===== src/bclm_pkg.sv =====
// Shared types and constants of the busy-counter load meter.
package bclm_pkg;

    localparam int CNT_W   = 32;
    localparam int TPU_W   = 10;
    localparam int TIME_W  = 64;
    localparam int DT_W    = 40;                 // dt range that can still give a nonzero load
    localparam int NUM_W   = 39;                 // 100 * delta
    localparam int DIV_W   = DT_W + TPU_W;       // dt * ticks_per_us
    localparam int Q_W     = 7;                  // quotient bits kept
    localparam int DSH_W   = DIV_W + Q_W;        // divisor aligned to the top quotient bit
    localparam int STEP_W  = 3;
    localparam int S_DATA_W = 104;
    localparam int M_DATA_W = 8;

    localparam logic [Q_W-1:0] LOAD_FULL = 7'd100;

    localparam logic OP_SAMPLE = 1'b0;
    localparam logic OP_SAVE   = 1'b1;

    localparam logic REG_COUNTER_MAX = 1'b0;
    localparam logic REG_TICKS_PER_US = 1'b1;

    typedef struct packed {
        logic accept_sample;   // latch reading and timestamp
        logic accept_save;     // record saved pre-power-off count
        logic prep;            // delta, dt, state update
        logic mul;             // numerator and divisor products
        logic sat_check;       // first divide step: quotient >= 128
        logic div_step;        // one quotient bit
        logic load_out;        // capture result into output register
    } t_cmd;

endpackage


===== src/busy_counter_load_meter.sv =====
// Top level of the busy-counter load meter.
//
// Input stream (s_axis): one request per item. tuser carries the opcode:
// sample or save. A save request records the counter value saved before
// power-off and answers nothing; the block stays ready. A sample request gives
// one result on the output stream (m_axis): load_percent = min(100,
// 100*delta / (dt*ticks_per_us)) and, in tuser, a zero-interval flag.
// A sample is worked through latch, prep, multiply, 8 divide steps of a
// restoring divider and output load; no new request is taken until its
// result is loaded into the output register. The divider does one
// compare-and-subtract per quotient bit.
// The output register parts the two sides: a finished result waits there
// while the next request is already being worked on; if the receiver still
// holds the previous result, the controller waits before loading it.
// Configuration: i_cfg_we/i_cfg_addr/i_cfg_wdata, index 0 counter_max,
// index 1 ticks_per_us; write only while idle.
// Reset (synchronous, active low) empties the output, clears last time,
// last count and saved count, and restores the register defaults.
module busy_counter_load_meter (
    input  logic         i_clk,
    input  logic         i_rst_n,
    input  logic         i_s_axis_tvalid,
    output logic         o_s_axis_tready,
    // [31:0] counter_value, [32] powered, [96:33] timestamp_us, [103:97] zero
    input  logic [103:0] i_s_axis_tdata,
    // [0] opcode
    input  logic         i_s_axis_tuser,
    output logic         o_m_axis_tvalid,
    input  logic         i_m_axis_tready,
    // [6:0] load_percent, [7] zero
    output logic [7:0]   o_m_axis_tdata,
    // [0] zero_interval
    output logic         o_m_axis_tuser,
    input  logic         i_cfg_we,
    input  logic         i_cfg_addr,
    input  logic [31:0]  i_cfg_wdata
);

    bclm_pkg::t_cmd             cmd;
    logic [bclm_pkg::Q_W-1:0]   load;
    logic                       zero;

    bclm_ctrl u_ctrl (
        .i_clk     (i_clk),
        .i_rst_n   (i_rst_n),
        .i_s_valid (i_s_axis_tvalid),
        .i_s_op    (i_s_axis_tuser),
        .o_s_ready (o_s_axis_tready),
        .o_m_valid (o_m_axis_tvalid),
        .i_m_ready (i_m_axis_tready),
        .o_cmd     (cmd)
    );

    bclm_datapath u_dp (
        .i_clk       (i_clk),
        .i_rst_n     (i_rst_n),
        .i_cmd       (cmd),
        .i_cfg_we    (i_cfg_we),
        .i_cfg_addr  (i_cfg_addr),
        .i_cfg_wdata (i_cfg_wdata),
        .i_s_data    (i_s_axis_tdata),
        .o_load      (load),
        .o_zero      (zero)
    );

    assign o_m_axis_tdata = {1'b0, load};
    assign o_m_axis_tuser = zero;

endmodule


===== src/bclm_datapath.sv =====
// Datapath: state registers, delta/dt forming, products and bit-serial divide.
module bclm_datapath (
    input  logic                          i_clk,
    input  logic                          i_rst_n,
    input  bclm_pkg::t_cmd                i_cmd,
    input  logic                          i_cfg_we,
    input  logic                          i_cfg_addr,
    input  logic [bclm_pkg::CNT_W-1:0]    i_cfg_wdata,
    input  logic [bclm_pkg::S_DATA_W-1:0] i_s_data,
    output logic [bclm_pkg::Q_W-1:0]      o_load,
    output logic                          o_zero
);

    logic [bclm_pkg::CNT_W-1:0]  in_value;
    logic                        in_powered;
    logic [bclm_pkg::TIME_W-1:0] in_ts;

    logic [bclm_pkg::CNT_W-1:0]  r_cnt_max;
    logic [bclm_pkg::TPU_W-1:0]  r_tpu;
    logic [bclm_pkg::TIME_W-1:0] r_last_time;
    logic [bclm_pkg::CNT_W-1:0]  r_last_count;
    logic [bclm_pkg::CNT_W-1:0]  r_saved;

    logic [bclm_pkg::CNT_W-1:0]  r_cur;
    logic [bclm_pkg::TIME_W-1:0] r_ts;
    logic [bclm_pkg::CNT_W-1:0]  r_delta;
    logic [bclm_pkg::DT_W-1:0]   r_dt;
    logic                        r_zero;
    logic                        r_big;
    logic [bclm_pkg::NUM_W-1:0]  r_rem;
    logic [bclm_pkg::DSH_W-1:0]  r_dsh;
    logic [bclm_pkg::Q_W-1:0]    r_q;
    logic                        r_sat;
    logic [bclm_pkg::Q_W-1:0]    r_load;
    logic                        r_out_zero;

    logic [bclm_pkg::CNT_W-1:0]  delta;
    logic                        clear_saved;
    logic [bclm_pkg::TIME_W-1:0] dt;
    logic                        ge;
    logic [bclm_pkg::Q_W-1:0]    result;

    assign in_value   = i_s_data[31:0];
    assign in_powered = i_s_data[32];
    assign in_ts      = i_s_data[96:33];

    // Counter delta, modulo 2^32, with wrap and saved-count handling.
    always_comb begin
        clear_saved = 1'b0;
        if (r_saved != '0) begin
            if (r_cur == r_saved) begin
                delta = r_cur - r_last_count;
            end else if (r_saved >= r_last_count) begin
                delta = r_cur + (r_saved - r_last_count);
                clear_saved = 1'b1;
            end else begin
                delta = r_cur + r_saved + (r_cnt_max - r_last_count);
                clear_saved = 1'b1;
            end
        end else if (r_cur >= r_last_count) begin
            delta = r_cur - r_last_count;
        end else begin
            delta = r_cur + (r_cnt_max - r_last_count);
        end
    end

    assign dt = r_ts - r_last_time;
    assign ge = {{(bclm_pkg::DSH_W-bclm_pkg::NUM_W){1'b0}}, r_rem} >= r_dsh;

    always_comb begin
        if (r_zero) begin
            result = bclm_pkg::LOAD_FULL;
        end else if (r_big) begin
            result = '0;
        end else if (r_sat || (r_q > bclm_pkg::LOAD_FULL)) begin
            result = bclm_pkg::LOAD_FULL;
        end else begin
            result = r_q;
        end
    end

    // Configuration and architectural state
    always_ff @(posedge i_clk) begin
        if (!i_rst_n) begin
            r_cnt_max    <= '1;
            r_tpu        <= 10'd26;
            r_last_time  <= '0;
            r_last_count <= '0;
            r_saved      <= '0;
        end else begin
            if (i_cfg_we && (i_cfg_addr == bclm_pkg::REG_COUNTER_MAX)) begin
                r_cnt_max <= i_cfg_wdata;
            end
            if (i_cfg_we && (i_cfg_addr == bclm_pkg::REG_TICKS_PER_US)) begin
                r_tpu <= i_cfg_wdata[bclm_pkg::TPU_W-1:0];
            end
            if (i_cmd.accept_save) begin
                r_saved <= in_value;
            end
            if (i_cmd.prep) begin
                r_last_time  <= r_ts;
                r_last_count <= r_cur;
                if (clear_saved) begin
                    r_saved <= '0;
                end
            end
        end
    end

    // Working registers, no reset needed
    always_ff @(posedge i_clk) begin
        if (i_cmd.accept_sample) begin
            r_cur <= in_powered ? in_value : '0;
            r_ts  <= in_ts;
        end
        if (i_cmd.prep) begin
            r_delta <= delta;
            r_dt    <= dt[bclm_pkg::DT_W-1:0];
            r_zero  <= (dt == '0) || (r_tpu == '0);
            r_big   <= |dt[bclm_pkg::TIME_W-1:bclm_pkg::DT_W];
        end
        if (i_cmd.mul) begin
            r_rem <= bclm_pkg::NUM_W'(r_delta) * bclm_pkg::NUM_W'(bclm_pkg::LOAD_FULL);
            r_dsh <= {bclm_pkg::DIV_W'(r_dt) * bclm_pkg::DIV_W'(r_tpu),
                      {bclm_pkg::Q_W{1'b0}}};
            r_q   <= '0;
            r_sat <= 1'b0;
        end
        if (i_cmd.sat_check) begin
            r_sat <= ge;
            r_dsh <= r_dsh >> 1;
        end
        if (i_cmd.div_step) begin
            if (ge) begin
                r_rem <= r_rem - r_dsh[bclm_pkg::NUM_W-1:0];
            end
            r_q   <= {r_q[bclm_pkg::Q_W-2:0], ge};
            r_dsh <= r_dsh >> 1;
        end
        if (i_cmd.load_out) begin
            r_load     <= result;
            r_out_zero <= r_zero;
        end
    end

    assign o_load = r_load;
    assign o_zero = r_out_zero;

endmodule


===== src/bclm_ctrl.sv =====
// Controller: sequences one sample through prep, multiply, divide, output.
module bclm_ctrl (
    input  logic           i_clk,
    input  logic           i_rst_n,
    input  logic           i_s_valid,
    input  logic           i_s_op,
    output logic           o_s_ready,
    output logic           o_m_valid,
    input  logic           i_m_ready,
    output bclm_pkg::t_cmd o_cmd
);

    localparam logic [2:0] ST_IDLE = 3'd0;
    localparam logic [2:0] ST_PREP = 3'd1;
    localparam logic [2:0] ST_MUL  = 3'd2;
    localparam logic [2:0] ST_DIV  = 3'd3;
    localparam logic [2:0] ST_DONE = 3'd4;

    logic [2:0]                  r_state;
    logic [2:0]                  n_state;
    logic [bclm_pkg::STEP_W-1:0] r_step;
    logic                        r_m_valid;
    logic                        accept;
    logic                        out_free;

    assign accept   = i_s_valid && (r_state == ST_IDLE);
    assign out_free = !r_m_valid || i_m_ready;

    always_comb begin
        n_state = r_state;
        o_cmd   = '0;
        unique case (r_state)
            ST_IDLE: begin
                if (accept) begin
                    if (i_s_op == bclm_pkg::OP_SAVE) begin
                        o_cmd.accept_save = 1'b1;
                    end else begin
                        o_cmd.accept_sample = 1'b1;
                        n_state = ST_PREP;
                    end
                end
            end
            ST_PREP: begin
                o_cmd.prep = 1'b1;
                n_state = ST_MUL;
            end
            ST_MUL: begin
                o_cmd.mul = 1'b1;
                n_state = ST_DIV;
            end
            ST_DIV: begin
                if (r_step == '1) begin
                    o_cmd.sat_check = 1'b1;
                end else begin
                    o_cmd.div_step = 1'b1;
                end
                if (r_step == '0) begin
                    n_state = ST_DONE;
                end
            end
            ST_DONE: begin
                if (out_free) begin
                    o_cmd.load_out = 1'b1;
                    n_state = ST_IDLE;
                end
            end
            default: n_state = ST_IDLE;
        endcase
    end

    always_ff @(posedge i_clk) begin
        if (!i_rst_n) begin
            r_state   <= ST_IDLE;
            r_step    <= '1;
            r_m_valid <= 1'b0;
        end else begin
            r_state <= n_state;
            if (r_state == ST_DIV) begin
                r_step <= r_step - 1'b1;
            end else begin
                r_step <= '1;
            end
            if (o_cmd.load_out) begin
                r_m_valid <= 1'b1;
            end else if (i_m_ready) begin
                r_m_valid <= 1'b0;
            end
        end
    end

    assign o_s_ready = (r_state == ST_IDLE);
    assign o_m_valid = r_m_valid;

endmodule


===== config.mk =====
export PLATFORM = sky130hd
export DESIGN_NAME = busy_counter_load_meter
export DESIGN_NICKNAME = d
export VERILOG_FILES = /design/src/bclm_pkg.sv /design/src/busy_counter_load_meter.sv /design/src/bclm_datapath.sv /design/src/bclm_ctrl.sv
export SDC_FILE = /design/constraint.sdc
export NUM_CORES = 2
export LEC_CHECK = 0
export BUFFER_PORTS_ARGS = -buffer_cell sky130_fd_sc_hd__buf_2
export CORE_MARGIN = 2
export CORE_UTILIZATION = 60
export DETAILED_ROUTE_END_ITERATION = 10
export MAX_ROUTING_LAYER = met4
export PLACE_DENSITY = 0.77
export SLEW_MARGIN = 10
export SYNTH_ARGS = -nofsm -noshare
export SYNTH_HDL_FRONTEND = slang
export SYNTH_SLANG_ARGS = --single-unit
export TNS_END_PERCENT = 30

===== constraint.sdc =====
create_clock -name i_clk -period 8.2 [get_ports i_clk]
set_input_delay 1.64 -clock i_clk [delete_from_list [all_inputs] [get_ports i_clk]]
set_output_delay 1.64 -clock i_clk [all_outputs]
set_load 0.03 [all_outputs]

==> flow_metrics.env <==
export IMPL_status="finished, final reports clean"
export IMPL_seqPwrFrac_pct=20.2
export IMPL_period_share_pct=94.4
export IMPL_clk_insertion_delay_late_ps=670
export IMPL_grt_ovfl_total=0
export IMPL_grt_max_degree=108
export IMPL_dp_slack_ps=755
export IMPL_place_area_um2=50600
export IMPL_synth_top_area_share_pct=16.2
export IMPL_ys_seq_area_share_pct=23.7
export IMPL_port_buffers=145
export IMPL_yosys_area_top_type="fa_1"
export IMPL_ys_top_cells_by_area="fa_1 (16%), edfxtp_1 (15%), ha_1 (12%), dfxtp_1 (8.9%), inv_1 (6.4%)"
export IMPL_groute_usage_overall_pct=31.8
export IMPL_die_width_um=290
export IMPL_via_per_inst=5.88
export IMPL_first_global_vias=39500
export IMPL_fin_crit_ps=7740
export IMPL_p_per_area_nw_per_um2=303
export IMPL_drive_gt1_share_pct=5.81
export IMPL_synthCells=5718
export IMPL_p_clk_share_pct=15.4
export IMPL_synth_edff_count=242
export IMPL_fin_setup_tns_ps=0
export IMPL_core_rowCount=104
export IMPL_fillers=6855
export IMPL_h_tree_depth=2
export IMPL_yosysMostFrequentCell="inv_1"
export IMPL_slew_headroom_pct=26.2
export IMPL_synth_top_flop_cell="edfxtp_1"
export IMPL_ios=154
export IMPL_finClkSkew_ps=53.0
export IMPL_syn_area_um2=49000
export IMPL_postCtsSetupBuffers=0
export IMPL_slew_violations=0
export IMPL_dp_cells=6747
export IMPL_drcViolationCount=0
export IMPL_yosysUniqueCellTypes=83
export IMPL_r2r_start="u_dp.r_last_count[0]"
export IMPL_worst_slack_ps=456
export IMPL_synth_commonest_cells="inv_1 (832), nand2_1 (746), ha_1 (478)"
export IMPL_yosys_warnings=0
export IMPL_dieArea_um2=84000
export IMPL_syn_to_final_growth_pct=6.98
export IMPL_syn_nets=6736
export IMPL_grt_pass1_wl_um=206000
export IMPL_p_leak_uw=0.0243
export IMPL_maxClockFrequency_ghz=0.129
export IMPL_vias=40300
export IMPL_p_int_uw=8560
export IMPL_hold_viol=0
export IMPL_dr_pass1_iters=6
export IMPL_coreArea_um2=80700
export IMPL_end_kind="flop"
export IMPL_routed_wl_um=129000
export IMPL_power_switching_uw=7330
export IMPL_post_cts_resized=0
export IMPL_dr_first_iter_drc_count=3209
export IMPL_cts_path_max_buffers=3
export IMPL_worstPathMaxFanout=5
export IMPL_worst_path_largest_cell_delay_ps=560
export IMPL_cp_start_kind="flop"
export IMPL_antenna_found_initial=8
export IMPL_rsz0062_at_grt="false"
export IMPL_wl_per_cell_um=18.8
export IMPL_design_area_um2=52400
export IMPL_combPwrFrac_pct=64.3
export IMPL_final_cells=6853
export IMPL_finalSetupViolations=0
export IMPL_critPathLaunch="u_dp.r_last_count[0]"
export IMPL_crit_slowest_cell="a2111oi_0"
export IMPL_p_sw_share_pct=46.1
export IMPL_ir_drop_v=0.000248
export IMPL_tightestPinTransition_ps=1110
export IMPL_ys_ff_latch=459
export IMPL_cts_sinks=459
export IMPL_tritoncts="done"
export IMPL_hpwl_um=101000
export IMPL_arrival_ps=8120
export IMPL_synth_avg_cell_area_um2=8.57
export IMPL_holdCritStartpoint="u_ctrl.r_step[0]"
export IMPL_gp_congestion=0.988
export IMPL_nNetsFinal=6760
export IMPL_required_ps=8580
export IMPL_async_reset_ff_share_pct=0
export IMPL_holdCritPathClass="reg -> reg"
export IMPL_die_y_um=290
export IMPL_numCtsBuffers=53
export IMPL_postRouteAntennaNets=0
export IMPL_start_util_pct=60.7
export IMPL_root_buffer="clkbuf_16"
export IMPL_ctsHoldBuffers=0
export IMPL_crit_top_cell="a21oi_1"
export IMPL_criticalPathCategory="reg -> reg"
export IMPL_path_clk_slew_ps=60
export IMPL_maxCapViolCount=0
## cell usage in the layout (no fill, tap or decap), drive strengths merged, types with 35 or more instances in the layout
master,instances
xor2,117
clkbuf,72
ha,478
o21ai,220
a31oi,36
mux2i,35
a211oi,47
a21o,180
nor2b,37
nand2,746
inv,836
buf,189
fa,397
nand4,56
xnor2,205
nor3,49
o21a,44
nand2b,62
nor2,235
a21boi,116
dfxtp,217
a21oi,403
edfxtp,242
nand3,94
and2,261
o21bai,60
and3,46
## per-layer routing
layer / track usage (%) / wire length, um / vias to the layer above
met5: - / 0 / -
met4: 10.1 / 4190 / 0
met2: 48.8 / 57900 / 1359
li1: - / - / 19200
met1: 42.4 / 55900 / 19500
met3: 6.61 / 11000 / 240
## flip-flops by register name, indices dropped and copies added, names as in the netlist
name and cells:
u_ctrl.o_m_valid 1, u_dp.r_dt 40, u_ctrl.r_state 3, u_dp.r_dsh 57, u_dp.o_load 7, u_dp.o_zero 1, u_dp.r_zero 1, u_dp.r_last_count 32
u_dp.r_delta 32, u_dp.r_rem 39, u_dp.r_cur 32, u_dp.r_cnt_max 32, u_dp.r_sat 1, u_dp.r_last_time 64, u_dp.r_ts 64, u_dp.r_saved 32
u_dp.r_tpu 10, u_dp.r_big 1, u_ctrl.r_step 3, u_dp.r_q 7
## cell families (layout without fill, tap and decap cells)
family	count (synthesis)	count (layout)	synth area share [%]
compound gates	1284	1284	16.8
xor+xnor	322	322	5.76
flops	459	459	23.7
buf+inv	1053	1121	8.12
simple gates	1680	1680	16.3
fa+ha+maj	875	875	28.4
mux	44	44	0.922
other cells	1	8	0.00765
## per-stage QoR
step / hold WS, ps / utilization, % / total power [uW]
finish: 413 / 65.0 / 15900
global route: 439 / 65.0 / 17300
CTS: 415 / 65.0 / 15800
detailed placement: 402 / 62.7 / 13300
global placement: 397 / 62.7 / 13100
floorplan: 385 / - / 10900
## layout make-up
type                            instances  area, um^2  area share (%)
Multi-Input combinational cell       4206       33500            63.8
Sequential cell                       459       11600            22.2
Inverter                              833        3130            5.97
Clock buffer                           72        1500            2.86
Tap cell                             1060        1330            2.53
Timing Repair Buffer                  189        1080            2.07
Clock inverter                         27         295           0.563
Antenna cell                            7        17.5          0.0334
## power groups by stage
stage / Sequential (uW) / Combinational (uW) / Clock [uW]
finish: 3210 / 10200 / 2450
global route: 3240 / 11500 / 2570
CTS: 3200 / 10100 / 2500
detailed placement: 3250 / 10000 / 0
global placement: 3240 / 9810 / 0
floorplan: 3110 / 7760 / 0
## critical path: cells and delay by family (launching register included)
family / cells / cell delay (ps)
compound gates: 16 / 4360
xor+xnor: 3 / 440
fa+ha+maj: 4 / 1450
buf+inv: 3 / 180
flops: 1 / 440
simple gates: 3 / 610
## final timing paths
path / to / slack (ps) / cells past startpoint
max: u_dp.r_delta[31] / 460 / 29
min: u_ctrl.r_step[0] / 410 / 1
max reg2reg: u_dp.r_delta[31] / 460 / 29
min reg2reg: u_ctrl.r_step[0] / 410 / 1
Power figures use the tool's default switching activity.
